`config.mk`:
```
export PLATFORM = sky130hd
export DESIGN_NAME = multichannel_block_averager
export DESIGN_NICKNAME = d
export VERILOG_FILES = /design/src/sv/mba_pkg.sv /design/src/sv/multichannel_block_averager.sv
export SDC_FILE = /design/constraint.sdc
export NUM_CORES = 1
export LEC_CHECK = 0
export BUFFER_PORTS_ARGS = -buffer_cell sky130_fd_sc_hd__buf_2
export CORE_MARGIN = 2
export CORE_UTILIZATION = 40
export CTS_CLUSTER_DIAMETER = 40
export DETAILED_ROUTE_END_ITERATION = 8
export SLEW_MARGIN = 20
export SYNTH_ARGS = -nofsm -noshare
export SYNTH_HDL_FRONTEND = slang
export SYNTH_SLANG_ARGS = --single-unit
```
`constraint.sdc`:
```
create_clock -name clk -period 14.2 [get_ports clk]
set_clock_uncertainty 0.15 [all_clocks]
set_input_delay 2.13 -clock clk [delete_from_list [all_inputs] [get_ports clk]]
set_output_delay 2.13 -clock clk [all_outputs]
set_load 0.02 [all_outputs]
```
`src/sv/mba_pkg.sv`:
```
// ============================================================================
// mba_pkg
// Shared types and constants for the multichannel block averager.
// ============================================================================
package mba_pkg;

    localparam int CHANNELS    = 9;
    localparam int PORT_SHIFT  = 0;
    localparam int SAMPLE_BITS = 12;
    localparam int COUNT_BITS  = 16;

    localparam int CH_BITS     = 4;
    localparam int ID_BITS     = 11;
    localparam int AVG_BITS    = 12;
    localparam int SUM_BITS    = 28;
    localparam int STEP_BITS   = $clog2(SUM_BITS + 1);
    localparam int ADDR_BITS   = 2;
    localparam int DATA_BITS   = 32;

    localparam logic [SUM_BITS-1:0]   SUM_MAX   = '1;
    localparam logic [COUNT_BITS-1:0] COUNT_MAX = '1;

    localparam logic [ADDR_BITS-1:0] ADDR_BASE_FRAME_ID = 2'd0;

    typedef enum logic
    {
        KIND_SAMPLE = 1'b0,
        KIND_TICK   = 1'b1
    } kind_t;

endpackage

```
`src/sv/multichannel_block_averager.sv`:
```
// ============================================================================
// multichannel_block_averager
// Per-channel accumulate-and-dump averager with a shared restoring divider.
// ============================================================================
// Operation: a sample transaction updates its channel at the accept edge and
//   the block is ready again in the next cycle. A report tick runs the
//   divider one quotient bit per cycle (an empty channel skips it), then
//   loads the result and raises out_valid once the output register is free.
// Throughput: one sample per cycle while no tick is in progress; in_stall
//   holds new transactions until a tick's result has loaded.
// Reset: rst_n (async, active low) clears all sums, counts, the report
//   pointer, base_frame_id and the output valid.
module multichannel_block_averager
    import mba_pkg::*;
(
    input  logic                   clk,
    input  logic                   rst_n,

    // input channel
    input  logic                   in_valid,
    output logic                   in_stall,
    input  logic                   kind,
    input  logic [CH_BITS-1:0]     channel,
    input  logic [SAMPLE_BITS-1:0] sample,

    // output channel
    output logic                   out_valid,
    input  logic                   out_stall,
    output logic [ID_BITS-1:0]     frame_id,
    output logic [CH_BITS-1:0]     reported_channel,
    output logic [AVG_BITS-1:0]    average,
    output logic                   empty_res,

    // configuration port
    input  logic                   psel,
    input  logic                   penable,
    input  logic                   pwrite,
    input  logic [ADDR_BITS-1:0]   paddr,
    input  logic [DATA_BITS-1:0]   pwdata,
    output logic [DATA_BITS-1:0]   prdata,
    output logic                   pready
);

    typedef enum logic [1:0]
    {
        ST_IDLE,
        ST_DIV,
        ST_DONE
    } state_t;

    state_t                 state_reg;

    // Per-channel accumulators
    logic [SUM_BITS-1:0]    sums_reg   [CHANNELS];
    logic [COUNT_BITS-1:0]  counts_reg [CHANNELS];
    logic [CH_BITS-1:0]     ptr_reg;
    logic [ID_BITS-1:0]     base_id_reg;

    // Divider working registers
    logic [SUM_BITS-1:0]    quo_reg;
    logic [COUNT_BITS-1:0]  rem_reg;
    logic [COUNT_BITS-1:0]  divisor_reg;
    logic [STEP_BITS-1:0]   step_reg;
    logic                   empty_reg;

    // Output register
    logic                   out_valid_reg;
    logic [ID_BITS-1:0]     frame_id_reg;
    logic [CH_BITS-1:0]     rep_ch_reg;
    logic [AVG_BITS-1:0]    average_reg;
    logic                   empty_res_reg;

    logic                   in_take;
    logic                   cfg_write;
    logic                   ch_ok;
    logic [SUM_BITS:0]      sum_wide;
    logic [SUM_BITS-1:0]    sum_next;
    logic [COUNT_BITS:0]    trial_rem;
    logic [COUNT_BITS:0]    trial_diff;
    logic                   out_free;
    logic [CH_BITS-1:0]     ptr_next;
    logic [ID_BITS-1:0]     port_field;

    assign in_stall  = (state_reg != ST_IDLE);
    assign in_take   = in_valid && !in_stall;
    assign cfg_write = psel && penable && pwrite && (paddr == ADDR_BASE_FRAME_ID);

    assign pready = 1'b1;
    assign prdata = (paddr == ADDR_BASE_FRAME_ID)
                    ? {{(DATA_BITS-ID_BITS){1'b0}}, base_id_reg}
                    : '0;

    // Sample path: one saturating add on the addressed channel
    assign ch_ok    = (channel < CH_BITS'(CHANNELS));
    assign sum_wide = {1'b0, sums_reg[channel]} + (SUM_BITS+1)'(sample);
    assign sum_next = sum_wide[SUM_BITS] ? SUM_MAX : sum_wide[SUM_BITS-1:0];

    // Restoring divider step: shift in the next dividend bit, try subtract
    assign trial_rem  = {rem_reg, quo_reg[SUM_BITS-1]};
    assign trial_diff = trial_rem - {1'b0, divisor_reg};

    // The result may load when the output register is free or being drained
    assign out_free = !out_valid_reg || !out_stall;

    assign ptr_next   = (ptr_reg == CH_BITS'(CHANNELS - 1)) ? '0 : ptr_reg + 1'b1;
    assign port_field = ID_BITS'({{(ID_BITS-CH_BITS){1'b0}}, ptr_reg} << PORT_SHIFT);

    always_ff @(posedge clk or negedge rst_n)
    begin
        if (!rst_n)
        begin
            state_reg     <= ST_IDLE;
            ptr_reg       <= '0;
            base_id_reg   <= '0;
            out_valid_reg <= 1'b0;
            for (int i = 0; i < CHANNELS; i++)
            begin
                sums_reg[i]   <= '0;
                counts_reg[i] <= '0;
            end
        end
        else
        begin
            if (cfg_write)
            begin
                base_id_reg <= pwdata[ID_BITS-1:0];
            end

            // Raise the valid when a result loads; drop it once the
            // downstream side takes the result
            if (state_reg == ST_DONE && out_free)
            begin
                out_valid_reg <= 1'b1;
            end
            else if (out_valid_reg && !out_stall)
            begin
                out_valid_reg <= 1'b0;
            end

            case (state_reg)
                ST_IDLE:
                begin
                    if (in_take)
                    begin
                        if (kind == KIND_TICK)
                        begin
                            // Latch the reported channel into the divider
                            quo_reg     <= sums_reg[ptr_reg];
                            divisor_reg <= counts_reg[ptr_reg];
                            rem_reg     <= '0;
                            step_reg    <= '0;
                            empty_reg   <= (counts_reg[ptr_reg] == '0);
                            state_reg   <= (counts_reg[ptr_reg] == '0) ? ST_DONE : ST_DIV;
                        end
                        else if (ch_ok && (counts_reg[channel] != COUNT_MAX))
                        begin
                            counts_reg[channel] <= counts_reg[channel] + 1'b1;
                            sums_reg[channel]   <= sum_next;
                        end
                    end
                end

                ST_DIV:
                begin
                    // One quotient bit per cycle, MSB first
                    if (!trial_diff[COUNT_BITS])
                    begin
                        rem_reg <= trial_diff[COUNT_BITS-1:0];
                        quo_reg <= {quo_reg[SUM_BITS-2:0], 1'b1};
                    end
                    else
                    begin
                        rem_reg <= trial_rem[COUNT_BITS-1:0];
                        quo_reg <= {quo_reg[SUM_BITS-2:0], 1'b0};
                    end
                    step_reg <= step_reg + 1'b1;
                    if (step_reg == STEP_BITS'(SUM_BITS - 1))
                    begin
                        state_reg <= ST_DONE;
                    end
                end

                ST_DONE:
                begin
                    // Hold until the output register can take the result
                    if (out_free)
                    begin
                        frame_id_reg        <= base_id_reg | port_field;
                        rep_ch_reg          <= ptr_reg;
                        average_reg         <= empty_reg ? '0 : quo_reg[AVG_BITS-1:0];
                        empty_res_reg       <= empty_reg;
                        sums_reg[ptr_reg]   <= '0;
                        counts_reg[ptr_reg] <= '0;
                        ptr_reg             <= ptr_next;
                        state_reg           <= ST_IDLE;
                    end
                end

                default:
                begin
                    state_reg <= ST_IDLE;
                end
            endcase
        end
    end

    assign out_valid        = out_valid_reg;
    assign frame_id         = frame_id_reg;
    assign reported_channel = rep_ch_reg;
    assign average          = average_reg;
    assign empty_res        = empty_res_reg;

endmodule
```
==> results.txt <==
The number of input and output port buffers inserted came out at 77. The tools report the number of antenna violations at the first check in global routing as 1. The logs give 14570 ps for the required time at the worst-slack endpoint and 27100 um^2 for the combined area of all synthesized cells. The switching power share of the total is 0.345. The signal on the critical path passes through buf_2 -> buf_4 -> nor4b_4 -> buf_4 -> nand2_1 -> o21ai_0 -> fa_1 -> a21oi_1 -> o211ai_1 -> a21oi_1 -> o21ai_0 -> and3_1 -> nor2b_4 -> nor2_1 -> o21ai_0. In the final routed layout, each cell accounts on average for 26.3 um. The tools report the finished layout cell area as 30700 um^2. Setup violations remaining at the end of the flow were counted as 0. Worst reg2reg path startpoint: sums_reg[144]. For the worst slew margin relative to its limit, the log shows 0.277.

In this run the mean area of a mapped cell was 11.4 um^2. The area growth from synthesis to layout is 13.2%. At the end of the flow, the number of nets in the layout was 2481. The peak per-stage delay on the critical path came out at 830 ps.

In the routed design, unresolved DRC markers number 0. The tools report the row count as 95. The endpoint identified for the worst register-to-register timing path is sums_reg[112]. Timing would allow up to 128 MHz.

The run gives 640 ps as the clock latency at the later pin of the worst-skew pair. For the pin with the worst max-slew slack, the measured transition is 1080 ps. The die is 264 um tall. Counting along the longest clock path gives a buffer depth of 3. The run gives 0.821 as the final RePlAce weighted congestion.

On the critical path, the stage with the largest delay is an instance of sky130_fd_sc_hd__nor4b_4. The number of global-route vias before repair came out at 21.3k. The path category of the worst min-delay check was register to register. The pre-antenna-repair detailed-routing pass consisted of 7 iterations. For the number of warnings reported in the yosys synthesis log, the log shows 0. Clock-pin slew was measured on the worst setup and hold paths at 50 ps. The tools report the final standard cell utilization of the core as 0.457. The most critical setup path has its startpoint at channel[3]. In this design, the largest share of critical-path delay is due to simple AND/OR/NAND/NOR gates. Global router's overall resource usage: 0.250.

The end point of the most critical hold path was frame_id[4]. In this run the most critical hold path is launched from base_id_reg[4]. The logs give 0 ps for the accumulated negative setup slack and 0.404 for the initial cell density of the core. The analysis attributes to net switching a power of 1.75 mW.

STA classifies the critical path startpoint as an input pin. The run gives 0.382 as the part of the total power dissipated in the clock network. The share of final-layout standard cells stronger than drive strength 1 is 0.188. The logs give 0 for the final hold violation count and 28100 um^2 for the instance area after placement. Sum of internal, switching and leakage power: 5.07 mW. By instance count, the cell type seen most on the critical path is sky130_fd_sc_hd__o21ai_0. The root buffer selected by CTS is sky130_fd_sc_hd__clkbuf_16.

After global routing the overflow that remains totals 0. The share of the synthesized area in compound gates (AO/OA/AOI/OAI) came out at 0.171. The most common flop cell mapped by yosys is sky130_fd_sc_hd__dfrtp_1. The final antenna diode count came out at 0. Yosys mapped the design onto 85 distinct sky130hd cell types.

For the count of hold buffers inserted by post-cts repair, the log shows 0. The run finished with clean final reports. The logs give 0.486 for the register area share after synthesis and 0 for the number of maximum-capacitance constraint violations. After the first detailed-routing iteration, the DRC count stood at 2207. The most common cell after layout, fill and taps aside was sky130_fd_sc_hd__dfrtp_1. In the synthesized netlist, the number of instances is 2375. Setup repair after global routing left no endpoint under its margin. The power share of the combinational group was 0.252; the die extent in x was 264 um. The clock tree synthesis step divided the H-tree into 3 levels. By area, the combinational part of the netlist is dominated by compound AO/OA/AOI/OAI gates.

The number of instances resized during post-cts repair was 0; the share of flip-flops with an asynchronous set or reset after synthesis was 0.815. After detailed routing, the number of vias per cell comes to 6.29. TritonCTS built the clock tree. The register-to-register path setup slack was 9100 ps.

The first global-routing pass estimated 133 mm of wire. The sequential power share was 0.366; the peak fanout along the critical path was 37. IR analysis of the VDD net gives a maximum drop of 0.0973 mV.

Summed over all cells, the static leakage comes to 12.7 nW. The final cycle utilization of the critical path was 0.552; the number of primary I/O pins was 121. The layout filler cell count came out at 6066. The floorplan step defined a core boundary enclosing 67200 um^2.

In the layout the commonest cells are 411 x sky130_fd_sc_hd__dfrtp_1, 290 x sky130_fd_sc_hd__nand2_1, 219 x sky130_fd_sc_hd__o21ai_0. Areal power density over the cells: 165 nW/um^2. The pin count of the biggest net entering global routing is 179, and the count of flip-flops with a built-in enable after synthesis is 94. The CTS buffer count is 77, and the area enclosed by the die boundary is 69900 um^2. In this run the remaining antenna-violating nets after routing total 0. The simple-gate portion of the synthesized area is 0.0984, and the shortest clock period the worst path allows after layout is 7830 ps. The total count of max-transition violations in the final report is 0.

The run gives 508 as the clock sink count. The adder and majority cell fraction of the synthesized area was 0.0172; the total length of routed wires was 87.4 mm. Classification of the worst setup path: input pin to register.

After synthesis the netlist holds a flip-flop and latch count of 508. The flip-flop count of the largest register after layout works out to 252. Counting cells, the worst reg-to-reg path comes to 12. The post-CTS setup buffer count came out at 0. The count of cells along the worst hold path was 0.

The share of synthesized area spent on multiplexers was 0.167; the total via count in the routed design was 20.9k. After legalization and detailed placement, the total HPWL measured 47.1 mm. Counting both buffers and inverters, the worst setup path holds a total of 3.

The internal portion of the total power is 3.32 mW. Xor and xnor fraction of the mapped netlist area: 0.0158. Arrival time of the worst setup path: 8200 ps. The type of element capturing the critical path was a register. Hold timing on the final database bottoms out at a slack of 307 ps.
[worst reg2reg max path, stage by stage (launching register included)]
cell,delay (ps)
sky130_fd_sc_hd__dfrtp_1,400
sky130_fd_sc_hd__mux4_2,470
sky130_fd_sc_hd__mux2i_1,120
sky130_fd_sc_hd__o21ai_0,210
sky130_fd_sc_hd__ha_1,450
sky130_fd_sc_hd__nand2_1,90
sky130_fd_sc_hd__o211ai_1,230
sky130_fd_sc_hd__a21oi_1,160
sky130_fd_sc_hd__o21ai_0,820
sky130_fd_sc_hd__and3_1,420
sky130_fd_sc_hd__nor2b_4,810
sky130_fd_sc_hd__nor2_1,400
sky130_fd_sc_hd__o21ai_0,270
[synth_stat cells (all sizes together), types with 16 or more instances]
cell	number	area, um^2
mux2i	133	1340
nor3	16	100
clkbuf	83	315
nor2	174	678
o22ai	46	308
xnor2	35	307
buf	121	801
o21ai	253	1300
edfxtp	94	2820
nand2	293	1100
nand3	24	120
ha	34	425
a22o	54	473
inv	25	93.8
a21oi	71	367
mux4	133	3040
and2	19	119
dfrtp	414	10400
nor2b	26	170
o2bb2ai	160	1430
a221oi	27	236
[cell families after synthesis]
kind of cell	count (synthesis)
AO/OA/AOI/OAI	668
XOR/XNOR	49
adder cells (fa/ha/maj)	36
buffers and inverters	229
flip-flops	508
multiplexers	280
other	2
AND/OR/NAND/NOR	603
[per-stage QoR]
stage                     instances  worst slack (ps)
final                          3322              6370
after global routing           3322              6140
after CTS                      3322              6210
after detailed placement       3181              5570
after global placement         3181              5630
after floorplan                2395              7160
[worst max path at each step]
| stage | end | cells after the start | slack (ps) |
|---|---|---|---|
| 2_1_floorplan | sums_reg[127] | 20 | 7160 |
| 3_3_place_gp | sums_reg[210] | 14 | 5630 |
| 3_5_place_dp | sums_reg[202] | 14 | 5570 |
| 4_1_cts | sums_reg[220] | 14 | 6210 |
| 5_1_grt | sums_reg[220] | 14 | 6140 |
| 6_report | sums_reg[112] | 15 | 6370 |
[layer usage]
layer | global-route usage | wire (um) | vias to the layer above
li1 | - | - | 8878
met1 | 0.341 | 35900 | 10600
met2 | 0.386 | 39400 | 1152
met3 | 0.0569 | 8640 | 255
met4 | 0.108 | 3490 | 0
met5 | 0 | 0 | -
[power by group through the flow]
stage | logic (mW) | clock network, mW | registers, mW
finish | 1.28 | 1.94 | 1.86
global route | 1.37 | 2.03 | 1.87
CTS | 1.27 | 1.96 | 1.85
detailed placement | 1.26 | 0 | 1.87
global placement | 1.24 | 0 | 1.87
floorplan | 0.880 | 0 | 1.80
[cell type report]
class / instances / area (um^2) / share of cell area
Clock buffer: 96 / 2100 / 0.0683
Inverter: 25 / 93.8 / 0.00306
Timing Repair Buffer: 117 / 724 / 0.0236
Sequential cell: 508 / 13200 / 0.430
Tap cell: 873 / 1090 / 0.0356
Multi-Input combinational cell: 1658 / 13000 / 0.423
Clock inverter: 45 / 527 / 0.0172
No activity file was read; power rests on OpenSTA's default activity.
